`config.mk`:
```
export PLATFORM = sky130hd
export DESIGN_NAME = pjb_back
export DESIGN_NICKNAME = d
export VERILOG_FILES = /design/src/hw/rtl/pjb_pkg.sv /design/src/hw/rtl/pjb_back.sv
export SDC_FILE = /design/constraint.sdc
export NUM_CORES = 1
export LEC_CHECK = 0
export BUFFER_PORTS_ARGS = -buffer_cell sky130_fd_sc_hd__buf_2
export CAP_MARGIN = 5
export CELL_PAD_IN_SITES_DETAIL_PLACEMENT = 2
export CELL_PAD_IN_SITES_GLOBAL_PLACEMENT = 2
export CORE_MARGIN = 1.5
export CORE_UTILIZATION = 47
export CTS_BUF_LIST = sky130_fd_sc_hd__clkbuf_8
export DETAILED_ROUTE_END_ITERATION = 12
export GPL_ROUTABILITY_DRIVEN = 0
export PLACE_DENSITY = 0.94
export SLEW_MARGIN = 20
export SYNTH_ARGS = -nofsm -noshare
export SYNTH_HDL_FRONTEND = slang
export SYNTH_SLANG_ARGS = --single-unit
```
`constraint.sdc`:
```
create_clock -name clk_i -period 18.75 [get_ports clk_i]
set_clock_uncertainty 0.1 [all_clocks]
set_input_delay 3.75 -clock clk_i [delete_from_list [all_inputs] [get_ports clk_i]]
set_output_delay 3.75 -clock clk_i [all_outputs]
set_load 0.005 [all_outputs]
```
`src/hw/rtl/pjb_pkg.sv`:
```
`timescale 1ns / 1ps

package pjb_pkg;

  typedef enum logic [2:0] {
    CMD_WRITE    = 3'd0,
    CMD_PULL     = 3'd1,
    CMD_START    = 3'd2,
    CMD_STOP     = 3'd3,
    CMD_FLUSH    = 3'd4,
    CMD_CLEAR_EV = 3'd5
  } cmd_e;

  localparam logic REG_VOLUME = 1'b0;
  localparam logic REG_PERIOD = 1'b1;

  localparam int EV_UNDERRUN_BIT = 0;
  localparam int EV_OVERFLOW_BIT = 1;

  localparam int SAMPLE_W = 16;
  localparam int VOL_W    = 7;
  localparam int PERIOD_W = 8;
  localparam int SIL_W    = 16;

  localparam logic [VOL_W-1:0] VOL_MAX     = 7'd100;
  localparam logic [VOL_W-1:0] VOL_RESET   = 7'd75;
  localparam logic [PERIOD_W-1:0] PERIOD_RESET = 8'd16;

  // |sample| * volume fits 22 bits; /100 as multiply by ceil(2^29/100) >> 29
  localparam int PROD_W     = 22;
  localparam int DIV_MULT_W = 23;
  localparam int DIV_SHIFT  = 29;
  localparam logic [DIV_MULT_W-1:0] DIV_MULT = 23'd5368710;

  localparam int QUEUE_DEPTH = 4;
  localparam int QLVL_W      = 3;
  localparam int QPTR_W      = 2;

  typedef struct packed {
    logic       active;
    logic [1:0] events;
    logic       last;
  } status_t;

endpackage

```
`src/hw/rtl/pjb_back.sv`:
```
`timescale 1ns / 1ps

module pjb_back #(
  parameter int FILL_W = 14
) (
  input  logic                         clk_i,
  input  logic                         rst_ni,
  input  logic                         q_valid_i,
  output logic                         q_pop_o,
  input  logic [pjb_pkg::SAMPLE_W-1:0] q_sample_i,
  input  pjb_pkg::status_t             q_status_i,
  input  logic [FILL_W-1:0]            q_fill_i,
  input  logic [pjb_pkg::VOL_W-1:0]    volume_i,
  output logic                         out_valid_o,
  input  logic                         out_stall_i,
  output logic [pjb_pkg::SAMPLE_W-1:0] sample_o,
  output pjb_pkg::status_t             status_o,
  output logic [FILL_W-1:0]            fill_o
);

  localparam int MAG_W  = pjb_pkg::SAMPLE_W + 1;
  localparam int FULL_W = pjb_pkg::PROD_W + pjb_pkg::DIV_MULT_W;

  logic                          a_v_q, b_v_q, c_v_q;
  logic                          a_rdy, b_rdy, c_rdy;
  logic                          a_neg_q, b_neg_q;
  logic [pjb_pkg::PROD_W-1:0]    a_prod_q;
  logic [pjb_pkg::SAMPLE_W-1:0]  b_quo_q, c_sample_q;
  pjb_pkg::status_t              a_st_q, b_st_q, c_st_q;
  logic [FILL_W-1:0]             a_fill_q, b_fill_q, c_fill_q;

  logic [MAG_W-1:0]              ext, mag;
  logic [MAG_W+pjb_pkg::VOL_W-1:0] prod;
  logic [FULL_W-1:0]             full;
  logic [pjb_pkg::SAMPLE_W-1:0]  signed_q;

  assign c_rdy   = !c_v_q || !out_stall_i;
  assign b_rdy   = !b_v_q || c_rdy;
  assign a_rdy   = !a_v_q || b_rdy;
  assign q_pop_o = q_valid_i && a_rdy;

  assign ext      = {q_sample_i[pjb_pkg::SAMPLE_W-1], q_sample_i};
  assign mag      = q_sample_i[pjb_pkg::SAMPLE_W-1] ? (~ext + MAG_W'(1)) : ext;
  assign prod     = (MAG_W + pjb_pkg::VOL_W)'(mag) * (MAG_W + pjb_pkg::VOL_W)'(volume_i);
  assign full     = FULL_W'(a_prod_q) * FULL_W'(pjb_pkg::DIV_MULT);
  assign signed_q = b_neg_q ? (~b_quo_q + pjb_pkg::SAMPLE_W'(1)) : b_quo_q;

  always_ff @(posedge clk_i or negedge rst_ni) begin
    if (!rst_ni) begin
      a_v_q <= 1'b0;
      b_v_q <= 1'b0;
      c_v_q <= 1'b0;
    end else begin
      if (a_rdy) a_v_q <= q_valid_i;
      if (b_rdy) b_v_q <= a_v_q;
      if (c_rdy) c_v_q <= b_v_q;
    end
  end

  always_ff @(posedge clk_i) begin
    if (a_rdy) begin
      a_neg_q  <= q_sample_i[pjb_pkg::SAMPLE_W-1];
      a_prod_q <= prod[pjb_pkg::PROD_W-1:0];
      a_st_q   <= q_status_i;
      a_fill_q <= q_fill_i;
    end
    if (b_rdy) begin
      b_neg_q  <= a_neg_q;
      b_quo_q  <= full[pjb_pkg::DIV_SHIFT+pjb_pkg::SAMPLE_W-1:pjb_pkg::DIV_SHIFT];
      b_st_q   <= a_st_q;
      b_fill_q <= a_fill_q;
    end
    if (c_rdy) begin
      c_sample_q <= signed_q;
      c_st_q     <= b_st_q;
      c_fill_q   <= b_fill_q;
    end
  end

  assign out_valid_o = c_v_q;
  assign sample_o    = c_sample_q;
  assign status_o    = c_st_q;
  assign fill_o      = c_fill_q;

endmodule

```
# After elaboration in Yosys (flattened, before gate mapping)
# Cells that the tools add are included.
# totals
reg_bits	113
in_bits	45
out_inout_bits	36
word_cells	36
# classes
addsub	2
n_mul	2
mux	2
n_bitwise	2
reduce_logical	8
# ops
op	n
$mul A22 B22 Y44 const B	1
$mul A17 B7 Y22	1
$add A17 B1 Y17 const B	1
$mux W17	1
$not A17 Y17	1
$add A16 B1 Y16 const B	1
$mux W16	1
$not A16 Y16	1
$logic_not A1 Y1	4
$logic_or A1 B1 Y1	3
$logic_and A1 B1 Y1	1

# Depth between registers and ports, before layout
# Gate-level depths: netlist of the first run.
# depth
word_depth	5
mapped_depth	22
depth_no_buf	22

# Worst setup path before layout of the first run
# No wires, ideal clock.
# synth_timing
path_kind	input-to-output
start	input out_stall_i
end	output q_pop_o
arrival_time_ps	5567
required_ps	14900
setup_slack_ps	9333
stages	2
n_path_buf	0
path_cell_list	nand4_1 > and2_1
# synth_via
elab_chain_cells	5
# synth_lines
item	line_no	source
from (decl)	pjb_back.sv:15	input logic out_stall_i,
$logic_not A1 Y1	pjb_back.sv:37	assign c_rdy = !c_v_q || !out_stall_i;
$logic_or A1 B1 Y1	pjb_back.sv:37	
$logic_or A1 B1 Y1	pjb_back.sv:38	assign b_rdy = !b_v_q || c_rdy;
$logic_or A1 B1 Y1	pjb_back.sv:39	assign a_rdy = !a_v_q || b_rdy;
$logic_and A1 B1 Y1	pjb_back.sv:40	assign q_pop_o = q_valid_i && a_rdy;
to (decl)	pjb_back.sv:9	output logic q_pop_o,
# Every way passes these cells.

# Worst setup path after layout of the first run
# layout_timing
start	input q_sample_i[2] (netlist name)
end	register a_prod_q[18] (netlist name), data pin
# layout_via
elab_chain_cells	4
# layout_lines
item	line_no	source
from (decl)	pjb_back.sv:10	input logic [pjb_pkg::SAMPLE_W-1:0] q_sample_i,
$not A17 Y17	pjb_back.sv:43	assign mag = q_sample_i[pjb_pkg::SAMPLE_W-1] ? (~ext + MAG_W'(1)) : ext;
$add A17 B1 Y17	pjb_back.sv:43	
$mux W17 *	pjb_back.sv:43	
$mul A17 B7 Y22 *	pjb_back.sv:44	assign prod = (MAG_W + pjb_pkg::VOL_W)'(mag) * (MAG_W + pjb_pkg::VOL_W)'(volume_i);
via prod, one bit	pjb_back.sv:33	logic [MAG_W+pjb_pkg::VOL_W-1:0] prod;
to (signal assigned)	pjb_back.sv:63	a_prod_q <= prod[pjb_pkg::PROD_W-1:0];
to (decl)	pjb_back.sv:27	logic [pjb_pkg::PROD_W-1:0] a_prod_q;
# The timed path passes the listed nets; every way through them passes the cells marked *.
# A chain may end at the register's enable or synchronous reset.

==> results of run 1 <==
-- per-stage QoR --
stage | hold WS (ns) | utilization, % | std cells | instance area, um^2
finish | 0.3267 | 51.69 | 2002 | 17330
global route | 0.3360 | 51.69 | 2002 | 17330
CTS | 0.3251 | 51.69 | 2002 | 17330
detailed placement | 0.3056 | 50.55 | 1970 | 16950
global placement | 0.3004 | 50.55 | 1970 | 16950
floorplan | 0.3003 | - | 1450 | 16010
-- flip-flops by register name, summed over array words and instances (netlist names) --
name,cells
b_quo_q,16
a_fill_q,14
b_v_q,1
out_valid_o,1
fill_o,14
a_st_q,4
a_neg_q,1
b_fill_q,14
status_o,4
a_v_q,1
b_neg_q,1
b_st_q,4
sample_o,16
a_prod_q,22
-- worst min-delay path by stage --
stage	depth (start not counted)	end	slack, ns
finish	0	b_fill_q[4]	0.33
detailed placement	0	b_fill_q[4]	0.31
global placement	0	b_fill_q[6]	0.30
floorplan	0	b_fill_q[0]	0.30
CTS	0	b_fill_q[6]	0.33
global route	0	b_fill_q[4]	0.34
-- cell type report --
cell class | instances | share of cell area, %
Clock buffer | 17 | 1.350
Clock inverter | 15 | 0.8590
Inverter | 350 | 7.580
Multi-Input combinational cell | 977 | 65.09
Sequential cell | 113 | 19.49
Tap cell | 448 | 3.234
Timing Repair Buffer | 82 | 2.397
-- Yosys cell counts, drive strengths merged, types with 19 or more instances --
master	instances	area share, %
a21oi	41	1.3
a21o	23	1.1
xnor2	43	2.4
nand2b	24	0.94
xor2	22	1.2
o21ai	24	0.75
nand2	68	1.6
ha	274	21
edfxtp	110	21
and2	28	1.1
inv	350	8.2
nor2	19	0.45
fa	251	31
nor2b	54	2.1
-- cell families after synthesis --
logic type	count (synthesis)	share of synthesized area (%)
adder cells (fa/ha/maj)	525	52.85
other	2	0.04695
multiplexers	1	0.06258
XOR/XNOR	65	3.606
buffers and inverters	360	8.448
AND/OR/NAND/NOR	242	8.166
AO/OA/AOI/OAI	139	5.703
flip-flops	113	21.12
-- layer usage --
layer	GRT usage, %	vias up
met1	37.00	6142
met3	8.105	286
met4	31.35	0
met2	69.03	467
met5	0	-
li1	-	4838
==> results.toml, run 1 <==
[worst_setup_path]
critPathTopFamily = "adder cells"
arrival_ns = 10.44
worst_path_most_repeated_cell = "fa_1"
reg2reg_to = "b_quo_q[11]"
cp-startpoint = "q_sample_i[2]"
end_kind = "register"
reg2reg_slack_ns = 10.79
crit_chain = "buf_2 -> or3_1 -> o31ai_1 -> xor2_1 -> nor2b_1 -> fa_1 -> fa_1 -> fa_1 -> inv_1 -> fa_1 -> inv_1 -> ha_1 -> a21o_1 -> a21oi_1 -> o31ai_1 -> a21oi_1 -> o21bai_1 -> a41o_1 -> o41ai_1 -> xnor2_1"
crit_required_ns = 18.87
slowest_delay_ns = 0.59
r2r_start = "a_prod_q[13]"
start_kind = "input port"
critical_path.max_fanout = 7
critPathCapture = "a_prod_q[18]"
rr_worst_depth = 20
critPathSlowestCell = "fa_1"
worst-setup-path-type = "input port to register"
path_buf_inv = 3
crit_cells = 20

[yosys]
synth_cell_types = 52
async_reset_ff_share_pct = 2.655
ys_warn_count = 0
synth.avg_cell_area_um2 = 11.05
ys_seq_area_share_pct = 21.12
synth-edff-count = 110
ys_ff_latch = 113
synthCells = 1447
ys.flop_type = "edfxtp_1"
syn_area_mm2 = 0.01600

[global_routing]
grt_max_degree = 43
grt_pass1_wl_mm = 94.78
grt_usage_pct = 38.01
antenna_found_initial = 0
overflow = 0
grt_pass1_vias = 14460

[timing]
hold_violations = 0
maxSlewHeadroom_pct = 29.12
fin_crit_sh_pct = 55.02
worst_slack_ns = 8.434
setup_viol = 0
finalCriticalPeriod_ns = 10.32
fin_tns_setup_ns = 0
rsz0062_at_grt = "no"
maxSlewViolCount = 0
worstMarginPinSlew_ns = 1.062
clock.fmax_ghz = 0.09694

[placement]
pre_cts_ws_ns = 8.257
place_hpwl_mm = 52.46
port_buffers = 80

[clock_network]
post_cts_buffers = 0
clk_path_buf_depth = 2
cts_tree = "done"
cts_hold_buf = 0
clkTransAtPathRegs_ns = 0.09
insertion_delay_ns = 0.50
post_cts_resized = 0
cts-root-buf = "clkbuf_8"
htreeDepth = 4
clock-sinks = 113
cts_buffers = 17

[die]
num_io_pins = 81
dieArea_mm2 = 0.03515
num_rows = 67
die_w_um = 187.5
start_util_pct = 47.70
die_height_um = 187.5
core_mm2 = 0.03353

[routing]
wl_met1_mm = 21.14
drt-total-wl_mm = 64.03
drt-pass1-iter-count = 5
vias_per_cell = 5.861
postRouteAntennaNets = 0
num_vias = 11730
wl_per_cell_um = 31.98
wl_met3_mm = 3.208
met2_length_mm = 33.69
drtIter0Drc = 468
top_layer = "met4"
drc = 0

[final_layout]
multi_input_area_mm2 = 0.01128
final_common_cell = "inv_1"
drive_gt1_share_pct = 7.979
syn_to_final_growth_pct = 8.362
fillers = 3396
final_cell_mix = "inv_1 (350), ha_1 (274), fa_1 (251), edfxtp_1 (110), buf_2 (80)"
antennaDiodeCount = 0
seqCellArea_mm2 = 0.003378
fin_nets = 2111

[worst_hold_path]
min_path_type = "register to register"
hp-start = "a_fill_q[4]"

[flow_run]
drv_cap = 0

[outcome]
status = "completed"
Power of run 1 is left out: the tool's default activity adds up to more than one toggle a clock period on the data nets, which glitch-free logic cannot reach.
==> run 2, diff against run 1 <==
- CORE_UTILIZATION: 47 -> 40
- PLACE_DENSITY: 0.94 -> 0.85
- clock period: 18.75 -> 8.9 ns (I/O delays scaled with it)
==> run 2 against run 1 <==
Effect of this change: critical path depth is 1 higher; die area rose by 17%; routed wire length fell by 23%; count of clock-buffer cells in the layout stayed put; non-clock buffer count is the same; register-to-register slack worse by 9.0 ns; hold slack worse by 0.0074 ns; global-route usage decreased by 13 points; utilization is 7.6 points lower; first-iteration DRC count shrank 31%; cell area up 0.71%; worst setup slack worse by 7.1 ns.
==> results.toml, run 2 (synthesis gave the netlist of run 1 again) <==
[global_routing]
grt_max_degree = 43
use_met1_pct = 27.18
grt_busiest_layer = "met2"
met2_usage_pct = 50.26
grt_usage_pct = 25.25
overflow = 0
grt_pass1_wl_mm = 78.10
use_met3_pct = 3.050
antenna_found_initial = 0
grt_pass1_vias = 13400

[routing]
drt-pass1-iter-count = 4
drtIter0Drc = 321
wl_per_cell_um = 23.83
postRouteAntennaNets = 0
drt-total-wl_mm = 49.54
drc = 0
num_vias = 10910
vias_per_cell = 5.250

[clock_network]
post_cts_resized = 0
cts_tree = "done"
cts_hold_buf = 0
cts-root-buf = "clkbuf_8"
post_cts_buffers = 0
htreeDepth = 4
clk_path_buf_depth = 2
clkTransAtPathRegs_ns = 0.10
clock-sinks = 113
cts_buffers = 17
insertion_delay_ns = 0.48

[timing]
fin_crit_sh_pct = 84.72
rsz0062_at_grt = "no"
worst_slack_ns = 1.360
maxSlewViolCount = 0
fin_hold_ws_ns = 0.3193
finalCriticalPeriod_ns = 7.540
setup_viol = 0
clock.fmax_ghz = 0.1326
fin_tns_setup_ns = 0
hold_violations = 0
maxSlewHeadroom_pct = 35.26
worstMarginPinSlew_ns = 0.9699

[final_layout]
final_common_cell = "inv_1"
drive_gt1_share_pct = 8.044
fillers = 4126
antennaDiodeCount = 0
final_cell_mix = "inv_1 (350), ha_1 (274), fa_1 (251), edfxtp_1 (110), buf_2 (80)"
largest_reg_flops = 22
multi_input_area_mm2 = 0.01128
top_register = "a_prod_q"
seqCellArea_mm2 = 0.003378
fin_nets = 2111
syn_to_final_growth_pct = 9.129

[worst_setup_path]
end_kind = "register"
crit_required_ns = 9.03
worst_path_most_repeated_cell = "fa_1"
reg2reg_slack_ns = 1.74
crit_chain = "buf_2 -> or4_4 -> or3_4 -> o21ai_0 -> xor2_1 -> nor2b_1 -> fa_1 -> fa_1 -> fa_1 -> inv_1 -> fa_1 -> inv_1 -> ha_1 -> nand3_1 -> nor4_1 -> nor2_1 -> a21oi_1 -> a41oi_1 -> nand2b_1 -> a41oi_1 -> xnor2_1"
arrival_ns = 7.67
start_kind = "input port"
rr_worst_depth = 20
critPathCapture = "a_prod_q[19]"
worst-setup-path-type = "input port to register"
r2r_start = "a_prod_q[12]"
slowest_delay_ns = 0.55
critPathSlowestCell = "fa_1"
reg2reg_to = "b_quo_q[15]"
cp-startpoint = "q_sample_i[4]"
critical_path.max_fanout = 7

[die]
num_io_pins = 81
die_w_um = 203.0
start_util_pct = 40.44
num_rows = 73
dieArea_mm2 = 0.04120
die_height_um = 203.0
core_mm2 = 0.03955

[placement]
place_hpwl_mm = 41.75
port_buffers = 80
pre_cts_ws_ns = 0.8479

[worst_hold_path]
min_path_type = "register to register"

[flow_run]
drv_cap = 0

[outcome]
status = "completed"
==> run 2: per-layer routing <==
layer,wire [um],share of wire [%]
met5,0,0
met4,1490,3.0
met3,1214,2.5
met2,27950,56
met1,18880,38
==> run 2: area by class of cell <==
| cell class | instances | share of cell area (%) |
|---|---|---|
| multi-input cells | 977 | 64.63 |
| flip-flops and latches | 113 | 19.35 |
| inverters | 350 | 7.526 |
| well taps | 525 | 3.763 |
| repair buffers | 82 | 2.380 |
| clock buffers | 17 | 1.340 |
| clock inverters | 15 | 1.004 |
==> run 2: worst min path at each step <==
stage,start,to,slack [ns],depth (start not counted)
final,a_fill_q[4],b_fill_q[4],0.32,0
after global routing,a_fill_q[8],b_fill_q[8],0.33,0
after CTS,b_fill_q[3],fill_o[3],0.32,0
after detailed placement,a_fill_q[9],b_fill_q[9],0.31,0
after global placement,a_fill_q[4],b_fill_q[4],0.30,0
after floorplan,a_fill_q[0],b_fill_q[0],0.30,0
==> run 2: worst max-delay path: cells and delay by family <==
kind / cells / cell delay, ns
adders and majority gates: 5 / 2.41
and+or+nand+nor: 7 / 1.75
xor gates and xnor gates: 2 / 0.56
AOI/OAI and AO/OA: 4 / 0.94
buffers and inverters: 3 / 0.23
==> run 2: through the flow <==
step | std cells | area, um^2 | util [%]
finish | 2079 | 17460 | 44.14
global route | 2079 | 17460 | 44.14
CTS | 2079 | 17460 | 44.14
detailed placement | 2047 | 17050 | 43.10
global placement | 2047 | 17050 | 43.10
floorplan | 1450 | 16010 | -
Power of run 2 is left out for the same reason.
