### src/hw/rtl/pjb_pkg.sv
`timescale 1ns / 1ps

package pjb_pkg;

  typedef enum logic [2:0] {
    CMD_WRITE    = 3'd0,
    CMD_PULL     = 3'd1,
    CMD_START    = 3'd2,
    CMD_STOP     = 3'd3,
    CMD_FLUSH    = 3'd4,
    CMD_CLEAR_EV = 3'd5
  } cmd_e;

  localparam logic REG_VOLUME = 1'b0;
  localparam logic REG_PERIOD = 1'b1;

  localparam int EV_UNDERRUN_BIT = 0;
  localparam int EV_OVERFLOW_BIT = 1;

  localparam int SAMPLE_W = 16;
  localparam int VOL_W    = 7;
  localparam int PERIOD_W = 8;
  localparam int SIL_W    = 16;

  localparam logic [VOL_W-1:0] VOL_MAX     = 7'd100;
  localparam logic [VOL_W-1:0] VOL_RESET   = 7'd75;
  localparam logic [PERIOD_W-1:0] PERIOD_RESET = 8'd16;

  // |sample| * volume fits 22 bits; /100 as multiply by ceil(2^29/100) >> 29
  localparam int PROD_W     = 22;
  localparam int DIV_MULT_W = 23;
  localparam int DIV_SHIFT  = 29;
  localparam logic [DIV_MULT_W-1:0] DIV_MULT = 23'd5368710;

  localparam int QUEUE_DEPTH = 4;
  localparam int QLVL_W      = 3;
  localparam int QPTR_W      = 2;

  typedef struct packed {
    logic       active;
    logic [1:0] events;
    logic       last;
  } status_t;

endpackage

### src/hw/rtl/pjb_queue.sv
`timescale 1ns / 1ps

module pjb_queue #(
  parameter int W = 35
) (
  input  logic                       clk_i,
  input  logic                       rst_ni,
  input  logic                       push_i,
  input  logic [W-1:0]               data_i,
  input  logic                       pop_i,
  output logic                       valid_o,
  output logic [W-1:0]               data_o,
  output logic [pjb_pkg::QLVL_W-1:0] level_o
);

  logic [W-1:0]               entry_q [pjb_pkg::QUEUE_DEPTH];
  logic [pjb_pkg::QPTR_W-1:0] head_q, head_d;
  logic [pjb_pkg::QPTR_W-1:0] tail_q, tail_d;
  logic [pjb_pkg::QLVL_W-1:0] count_q, count_d;
  logic                       do_pop;

  assign valid_o = (count_q != '0);
  assign do_pop  = pop_i && valid_o;
  assign data_o  = entry_q[head_q];
  assign level_o = count_q;

  always_comb begin
    head_d  = do_pop ? head_q + pjb_pkg::QPTR_W'(1) : head_q;
    tail_d  = push_i ? tail_q + pjb_pkg::QPTR_W'(1) : tail_q;
    count_d = count_q;
    if (push_i && !do_pop) begin
      count_d = count_q + pjb_pkg::QLVL_W'(1);
    end else if (!push_i && do_pop) begin
      count_d = count_q - pjb_pkg::QLVL_W'(1);
    end
  end

  always_ff @(posedge clk_i or negedge rst_ni) begin
    if (!rst_ni) begin
      head_q  <= '0;
      tail_q  <= '0;
      count_q <= '0;
    end else begin
      head_q  <= head_d;
      tail_q  <= tail_d;
      count_q <= count_d;
    end
  end

  always_ff @(posedge clk_i) begin
    if (push_i) begin
      entry_q[tail_q] <= data_i;
    end
  end

endmodule

### config.mk
export PLATFORM = sky130hd
export DESIGN_NAME = pjb_queue
export DESIGN_NICKNAME = d
export VERILOG_FILES = /design/src/hw/rtl/pjb_pkg.sv /design/src/hw/rtl/pjb_queue.sv
export SDC_FILE = /design/constraint.sdc
export NUM_CORES = 1
export LEC_CHECK = 0
export BUFFER_PORTS_ARGS = -buffer_cell sky130_fd_sc_hd__buf_2
export CAP_MARGIN = 20
export CORE_UTILIZATION = 56
export DETAILED_ROUTE_END_ITERATION = 10
export GPL_TIMING_DRIVEN = 0
export PLACE_DENSITY = 0.78
export SYNTH_ARGS = -nofsm -noshare
export SYNTH_HDL_FRONTEND = slang
export SYNTH_SLANG_ARGS = --single-unit
### constraint.sdc
create_clock -name clk_i -period 2.55 [get_ports clk_i]
set_input_delay 0.1275 -clock clk_i [delete_from_list [all_inputs] [get_ports clk_i]]
set_output_delay 0.1275 -clock clk_i [all_outputs]
set_load 0.02 [all_outputs]
Word-level counts from Yosys, hierarchy flattened

Memory sizes are Yosys's and may differ from the RTL's.
Cells that the tools add are included.

Reductions and logical operators: 7
Mux-type cells: 4
$add $sub $neg: 4

Operators by type and width:

| cell                | count |
|---|---|
| $mux 3              | 2 |
| $add 2x1->2 const B | 2 |
| $add 3x1->3 const B | 1 |
| $logic_and 1x1->1   | 3 |
| $reduce_bool 3->1   | 1 |
| $sub 3x1->3 const B | 1 |
| $logic_not 1->1     | 2 |
| $mux 1              | 2 |
| $reduce_bool 2->1   | 1 |

RAM bits: 140
Bits of input ports: 39
Register bits after elaboration: 7
Output and inout port bits: 39
Memories: 1
Word-level logic and storage cells: 19

Memories:

| memory  | depth | width | read ports | clocked after Yosys merged registers in | wr ports | RTL line        | RTL |
|---|---|---|---|---|---|---|---|
| entry_q | 4     | 35    | 1          | 0                                       | 1        | pjb_queue.sv:16 | `logic [W-1:0] entry_q [pjb_pkg::QUEUE_DEPTH];` |

Logic depth before layout (Yosys ltp)

Gate-level depths: netlist (run 1).

Depth after elaboration: 5
Mapped depth: 8

Worst setup path after synthesis (run 1)

No wires, ideal clock.

Path type: reg2reg
Start: register count_q, in the netlist level_o[0]
End: register count_q, in the netlist level_o[2]
Data required time: 2471 ps
Setup slack: 332 ps
Stages on the path, launching flop included: 9
Data arrival time: 2138 ps
Buffers on the path: 0
Setup time: 79 ps
Cells stage by stage: dfrtp_1 -> or3_1 -> nand2_1 -> ha_1 -> inv_1 -> fa_1 -> xor2_1 -> nor2_1 -> xor2_1

Word-level cells in the longest chain between the ends: 5
Elaborated cells on any way between the ends: 10
Those cells by class: 2 x add/sub; 2 x mux; 6 x reduce/logical

Ends and longest elaborated chain:

| item                                        | RTL line        | RTL |
|---|---|---|
| start: declaration                          | pjb_queue.sv:19 | `logic [pjb_pkg::QLVL_W-1:0] count_q, count_d;` |
| start signal: assignment                    | pjb_queue.sv:46 | `count_q <= count_d;` |
| $reduce_bool 3->1 *                         | pjb_queue.sv:22 | `assign valid_o = (count_q != '0);` |
| named net valid_o                           | pjb_queue.sv:11 | `output logic valid_o,` |
| $logic_and 1x1->1 *                         | pjb_queue.sv:23 | `assign do_pop = pop_i && valid_o;` |
| $logic_not 1->1                             | pjb_queue.sv:31 | `if (push_i && !do_pop) begin` |
| $logic_and 1x1->1                           | pjb_queue.sv:31 |  |
| $mux 3 or $reduce_bool 2->1 (tied branches) | --              |  |

Mark *: on every way through the listed nets, which the timed path passes. The rest lies on a longest branch. The select of a mux whose other input is x is not followed.
A chain may end at the register's enable or synchronous reset.

Worst setup path after layout (run 1)

Start: register count_q, in the netlist level_o[0]
End: register count_q, in the netlist level_o[2]

Word-level cells in the longest chain between the ends: 5
Elaborated cells on any way between the ends: 10
Those cells by class: 2 x add/sub; 2 x mux; 6 x reduce/logical

Ends and longest elaborated chain:

| item |
|---|
| branches (longest 5 deep; another with $sub 3x1->3) |

Parallel ways; which one is timed is not known. The select of a mux whose other input is x is not followed.

==> results of run 1 <==
-- cell families (layout without fill, tap and decap cells) --
family                     count (synthesis)  count (layout)
muxes                                     36              36
buffers and inverters                     11             163
xor gates and xnor gates                   6               6
and+or+nand+nor                            9               9
other                                      0               1
DFF                                      147             147
AOI/OAI and AO/OA                          1               1
adders and majority gates                  6               6
-- synthesized netlist by cell type, types with 2 or more instances --
cell        n
dfrtp_1     7
ha_1        5
mux4_2     28
edfxtp_1  140
mux4_1      7
inv_1       3
xor2_1      3
and2_1      4
xnor2_1     3
buf_12      3
nand2_1     2
buf_2       4
-- metal layers --
layer	global-route usage, %	vias up	part of all wire (%)
met3	5.89	6	4.2
met4	7.36	0	0.68
li1	-	1197	-
met5	0	-	0
met2	33.6	79	53
met1	25.6	1376	42
-- through the flow --
step                      std cells  util (%)  hold slack [ns]  cell area, sq um  worst slack [ns]
after floorplan                 216         -           -0.168              5500             0.332
after global placement          422      64.5          -0.0357              6040            0.0505
after detailed placement        426      65.7          -0.0310              6160             0.458
after CTS                       497      75.6            0.339              7080             0.445
after global routing            498      75.6            0.356              7080             0.290
final                           498      75.6            0.362              7080             0.397
-- area by class of cell --
| class | count | area (sq um) | share of cell area, % |
|---|---|---|---|
| Clock inverter | 15 | 120 | 1.70 |
| Antenna cell | 1 | 2.50 | 0.0353 |
| Inverter | 3 | 11.3 | 0.159 |
| Tap cell | 129 | 161 | 2.28 |
| Multi-Input combinational cell | 58 | 1020 | 14.4 |
| Timing Repair Buffer | 120 | 886 | 12.5 |
| Clock buffer | 17 | 414 | 5.85 |
| Sequential cell | 147 | 4380 | 61.8 |
| Buffer | 8 | 91.3 | 1.29 |
-- flip-flops by register name, indices dropped and copies added, names as in the netlist --
name and count:
entry_q 140, head_q 2, level_o 3, tail_q 2
-- layout by cell type, fill, tap and decap left out --
cell / Yosys / routed
mux4_1: 7 / 7
clkbuf_8: 0 / 1
edfxtp_1: 140 / 140
or3_1: 1 / 1
fa_1: 1 / 1
buf_2: 4 / 81
clkinv_4: 0 / 3
nand3_1: 1 / 1
nor2_1: 1 / 1
buf_12: 3 / 3
inv_6: 0 / 6
nand2_1: 2 / 2
ha_1: 5 / 5
clkinvlp_4: 0 / 3
o21ai_0: 1 / 1
inv_8: 0 / 1
dlygate4sd3_1: 0 / 39
buf_16: 0 / 4
clkinv_1: 0 / 2
mux2_2: 1 / 1
buf_6: 1 / 1
and2_2: 0 / 4
clkbuf_16: 0 / 16
xnor2_1: 3 / 3
diode_2: 0 / 1
xor2_1: 3 / 3
mux4_2: 28 / 28
dfrtp_1: 7 / 7
inv_1: 3 / 3
-- how the worst min path moves through the flow --
| stage | startpoint | end | slack [ns] |
|---|---|---|---|
| 2_1_floorplan | rst_ni | head_q[0] | -0.17 |
| 3_3_place_gp | rst_ni | level_o[1] | -0.04 |
| 3_5_place_dp | rst_ni | level_o[0] | -0.03 |
| 4_1_cts | data_i[21] | entry_q[2][21] | 0.34 |
| 5_1_grt | data_i[34] | entry_q[2][34] | 0.36 |
| 6_report | data_i[21] | entry_q[1][21] | 0.36 |
-- timing repair --
action / CTS / global route
hold buffers: 39 / 0
endpoints found under the setup margin: 0 / 0
endpoints found under the hold margin: 151 / 0
-- power groups by stage --
stage	combinational, mW	sequential (mW)	clock, mW
after floorplan	1.80	3.35	0
after global placement	2.52	3.34	0
after detailed placement	2.67	3.35	0
after CTS	2.73	3.30	2.23
after global routing	2.89	3.34	2.34
final	2.69	3.30	2.20
-- critical path: cells and delay by family, from the launching register on --
kind / cells / cell delay, ns
xor+xnor: 2 / 0.34
buf+inv: 1 / 0.06
fa+ha+maj: 2 / 0.57
simple gates: 3 / 0.69
flops: 1 / 0.43
==> impl_results.md, run 1 <==
* Area contributors post-synth: edfxtp_1 (77%), mux4_2 (11%), mux4_1 (3.3%)
* WP data required at 2.98 ns
* Die W at 101 um
* Final net count at 400
* Routed WL at 9380 um
* Comb pwr share at 32.9%
* Clock skew at 0.0116 ns
* Via density at 5.34
* Most used cell, CP: xor2_1
* Post-layout minimum cycle time at 2.15 ns
* Worst VDD drop at 0.727 mV
* XOR/XNOR Fraction of Synth Area at 0.956%
* GRT Total Usage at 20.3%
* P_int at 5.58 mW
* Hold depth at 2
* Average cell area after synthesis at 25.4 sq um
* Largest area contributor in the netlist: edfxtp_1
* R2r worst-path depth at 8
* Post-Synth Simple-Gate Area at 0.865%
* CP cell instances: or3_1 > nand2_1 > ha_1 > inv_1 > fa_1 > xor2_1 > nor2_1 > xor2_1
* Post-synthesis adder-cell area fraction at 1.50%
* Iteration-0 DRC Markers at 91
* Root buf cell: clkbuf_8
* CP startpoint kind: flop
* Post-synth EDFFs at 140
* Leak Pwr at 2.54 nW
* Most common flop cell mapped by yosys: edfxtp_1
* Synthesis Warnings at 0
* Die area at 10200 sq um
* Site Rows at 35
* Vias in the first global route at 2770
* DR WL/cell at 18.8 um
* DRT Pass-1 Iters at 4
* Initial antenna violation count at 1
* Post-CTS setup buffer count at 0
* Final Max Slew Viols at 0
* Worst min path class: in2reg
* Global-route wire length before repair at 14300 um
* DRC Markers at 0
* Sequential area share after synthesis at 79.7%
* #FFs+latches synth at 147
* Placer's final routability congestion estimate at 0.656
* CP Capture Type: flop
* Largest family of logic cells by synthesized area: multiplexers
* Mapped Cells at 216
* RSZ-0062 raised after global routing: no
* Max FO, Critical Path at 4
* Starting density of the core at 58.6%
* Largest incremental delay on the critical path at 0.44 ns
* ANT nets after route at 0
* Core Box Area at 9370 sq um
* R2R setup slack at 0.40 ns
* Max Fclk at 464 MHz
* Fraction of registers with async set/reset at 4.76%
* Compound-cell area share of the yosys netlist at 0.0911%
* Total power at 8.19 mW
* I/O pin count at 78
* TNS Setup at 0 ns
* CP Capture Point: level_o[2]
* Cell area after synthesis at 5500 sq um
* Crit Reg-Reg Endpoint: level_o[2]
* # clock sinks at 147
* Worst reg2reg startpoint: level_o[0]
* Final Hold Vio Count at 0
* CTS tree: built
* Worst-Skew Late Latency at 0.51 ns
* Gr ovfl total at 0
* Synth top area share at 76.5%
* Final Cycle Share at 84.4%
* Switch share at 31.8%
* DP HPWL at 5510 um
* Syn_nets at 261
* Fillers at 574
* Via Count at 2658
* H-Tree Depth at 4
* Layout cell share with drive strength beyond 1 at 41.3%
* Seq pwr share at 40.3%
* Max Buffers Root-to-Sink at 2
* CP max stage cell: or3_1
* PwrDens at 1160 nW/um^2
* Switching pwr at 2.61 mW
* Post-CTS sizing at 0
* Tightest Pin Transition at 0.537 ns
* Mux contribution to synthesized area at 15.0%
* Clock buffer count from CTS at 17
* Die height at 101 um
* Max-cap violations at 0
* Area Growth Syn to Fin at 28.9%
* Largest net degree at the start of global routing at 20
* Clock Power Share at 26.8%
* Crit Path Category: reg2reg
* Final setup fails at 0
* PortBufs at 77
* Status: finished, final reports clean
* Slew HR at 64.2%
* Clock-pin slew on the worst setup and hold paths at 0.07 ns
* Yosys cell types at 19
* Crit path from: level_o[0]
* Worst EP arrival at 2.58 ns
No activity file was read; power rests on OpenSTA's default activity.
==> inputs of run 2 (changes only) <==
- clock period: 2.55 -> 2.1 ns (I/O delays scaled with it)
==> run 2 against run 1 <==
The run now ends with setup timing left. Register-to-register slack worse by 0.40 ns. First-iteration DRC count up 13%. Final area up 1.7%. Via count down 0.11%. Wire length up 1.5%. Die area unchanged. Sequential share of layout area down 1.0 points. Critical path depth unchanged. Total power up 27%. Combinational power up 24%. Critical path type unchanged.
==> impl_results.md, run 2 (synthesized netlist as in run 1, its figures left out) <==
* Status: complete, but fails checks
* Failing checks: setup timing
* Largest register FFs at 140 (unchanged)
* Root buf cell: clkbuf_8
* Max FO, Critical Path at 3 (-1)
* Largest net degree at the start of global routing at 20 (unchanged)
* Final Cycle Share at 100% (+16 points)
* Worst VDD drop at 0.869 mV (+19%)
* Initial antenna violation count at 0 (-1)
* Die area at 10200 sq um (unchanged)
* CP Capture Type: flop
* Gr ovfl total at 0 (unchanged)
* Layout cell share with drive strength beyond 1 at 41.7% (+0.39 points)
* Total power at 10.4 mW (+27%)
* Worst EP arrival at 2.52 ns (-0.06 ns)
* CTS tree: built
* Crit path max-delay family: simple AND/OR/NAND/NOR gates
* Commonest non-fill, non-tap cells in the layout: edfxtp_1 (140), buf_2 (78), dlygate4sd3_1 (39)
* Most flop-heavy register: entry_q
* Starting density of the core at 58.6% (unchanged)
* Slew HR at 64.0% (-0.19 points)
* Crit Path Category: reg2reg
* WP data required at 2.52 ns (-0.46 ns)
* Final Max Slew Viols at 0 (unchanged)
* DP HPWL at 5530 um (+0.25%)
* GRT Total Usage at 21.0% (+0.71 points)
* Most used cell, CP: xor2_1
* Antenna cell count at 0 (-1)
* ANT nets after route at 0 (unchanged)
* Post-layout minimum cycle time at 2.11 ns (-0.0463 ns)
* CP max stage cell: dfrtp_2
* Vias in the first global route at 2849 (+2.9%)
* Iteration-0 DRC Markers at 103 (+13%)
* Core Box Area at 9370 sq um (unchanged)
* DR WL/cell at 19.2 um (+1.9%)
* Multi-input combinational cell area at 1040 sq um (+2.5%)
* PortBufs at 77 (unchanged)
* Final setup fails at 1 (+1)
* Max-cap violations at 0 (unchanged)
* Via density at 5.35 (+0.29%)
* Hold Slack at 0.347 ns (-0.0150 ns)
* Crit path buffers/inverters at 1 (unchanged)
* Site Rows at 35 (unchanged)
* Max Fclk at 475 MHz (+2.2%)
* CP cell instances: or3_4 > nand2_4 > ha_4 > inv_1 > fa_1 > xor2_1 > nor2_1 > xor2_1
* Final net count at 402 (+0.50%)
* # clock sinks at 147 (unchanged)
* DRT Pass-1 Iters at 4 (unchanged)
* DP Worst Slack at 0.00159 ns (-0.456 ns)
* Die W at 101 um (unchanged)
* Worst-Skew Late Latency at 0.50 ns (about the same)
* Max Buffers Root-to-Sink at 2 (unchanged)
* Fin util at 76.9% (+1.3 points)
* Die height at 101 um (unchanged)
* Global-route wire length before repair at 14800 um (+2.9%)
* CP startpoint kind: flop
* Placer's final routability congestion estimate at 0.624 (-5.0%)
* Most common cell after layout, fill and taps aside: edfxtp_1
* FF+latch area at 4380 sq um (about the same)
* Via Count at 2655 (-0.11%)
* Clock skew at 0.00482 ns (-0.00680 ns)
* Worst min path class: in2reg
* DRC Markers at 0 (unchanged)
* Routed WL at 9510 um (+1.5%)
* TNS Setup at -0.00656 ns (-0.00656 ns)
* Largest incremental delay on the critical path at 0.41 ns (-0.03 ns)
* Leak Pwr at 2.60 nW (+2.2%)
* Area Growth Syn to Fin at 31.1%
* Setup ws final at -0.00656 ns (-0.404 ns)
* Clock-pin slew on the worst setup and hold paths at 0.06 ns (about the same)
* H-Tree Depth at 4 (unchanged)
* Clock buffer count from CTS at 17 (unchanged)
* Final Hold Vio Count at 0 (unchanged)
* I/O pin count at 78 (unchanged)
* Fillers at 515 (-10%)
* Tightest Pin Transition at 0.540 ns (+0.00288 ns)
* PwrDens at 1450 nW/um^2 (+25%)
[run 2: where the power goes]
part	total [mW]	switching (mW)	internal, mW
Combinational	3.34	1.82	1.51
Sequential	4.01	0.157	3.85
Clock	3.09	1.06	2.03
Total	10.4	3.04	7.39
[run 2: worst paths after layout]
kind / startpoint / to / slack (ns) / depth (start not counted)
max in group asynchronous: rst_ni / level_o[0] / 1.26 / 3
worst min-delay path: data_i[22] / entry_q[1][22] / 0.35 / 2
worst max-delay path: level_o[0] / level_o[2] / -0.007 / 8
min in group asynchronous: rst_ni / level_o[1] / 0.56 / 3
worst max register to register: level_o[0] / level_o[2] / -0.007 / 8
worst min register to register: level_o[2] / level_o[2] / 0.54 / 1
[run 2: repair_timing]
action | in CTS | in global routing
pin swaps | 0 | 2
hold endpoints to repair | 151 | 0
hold buffers | 39 | 0
buffers inserted | 1 | 1
endpoints found under the setup margin | 1 | 7
gates resized for setup | 1 | 7
[run 2: stage by stage]
stage / cells / cell area [sq um]
floorplan: 216 / 5500
global placement: 422 / 6050
detailed placement: 426 / 6160
CTS: 495 / 7170
global route: 496 / 7210
finish: 496 / 7210
[run 2: area by class of cell]
class | count | share of cell area (%)
timing repair buffer | 122 | 12.5
clock inverter | 10 | 2.55
inverter | 3 | 0.156
clock buffer | 19 | 5.85
buffer | 8 | 1.42
sequential | 147 | 60.8
multi-input combinational | 58 | 14.5
tap | 129 | 2.24
[run 2: routing by layer]
metal  up-vias  global-route usage (%)  share of wire [%]
li1       1199                       -                  -
met1      1368                    26.2                 41
met2        77                    35.2                 54
met3        11                    5.13                4.6
met4         0                    9.03                1.3
met5         -                       0                  0
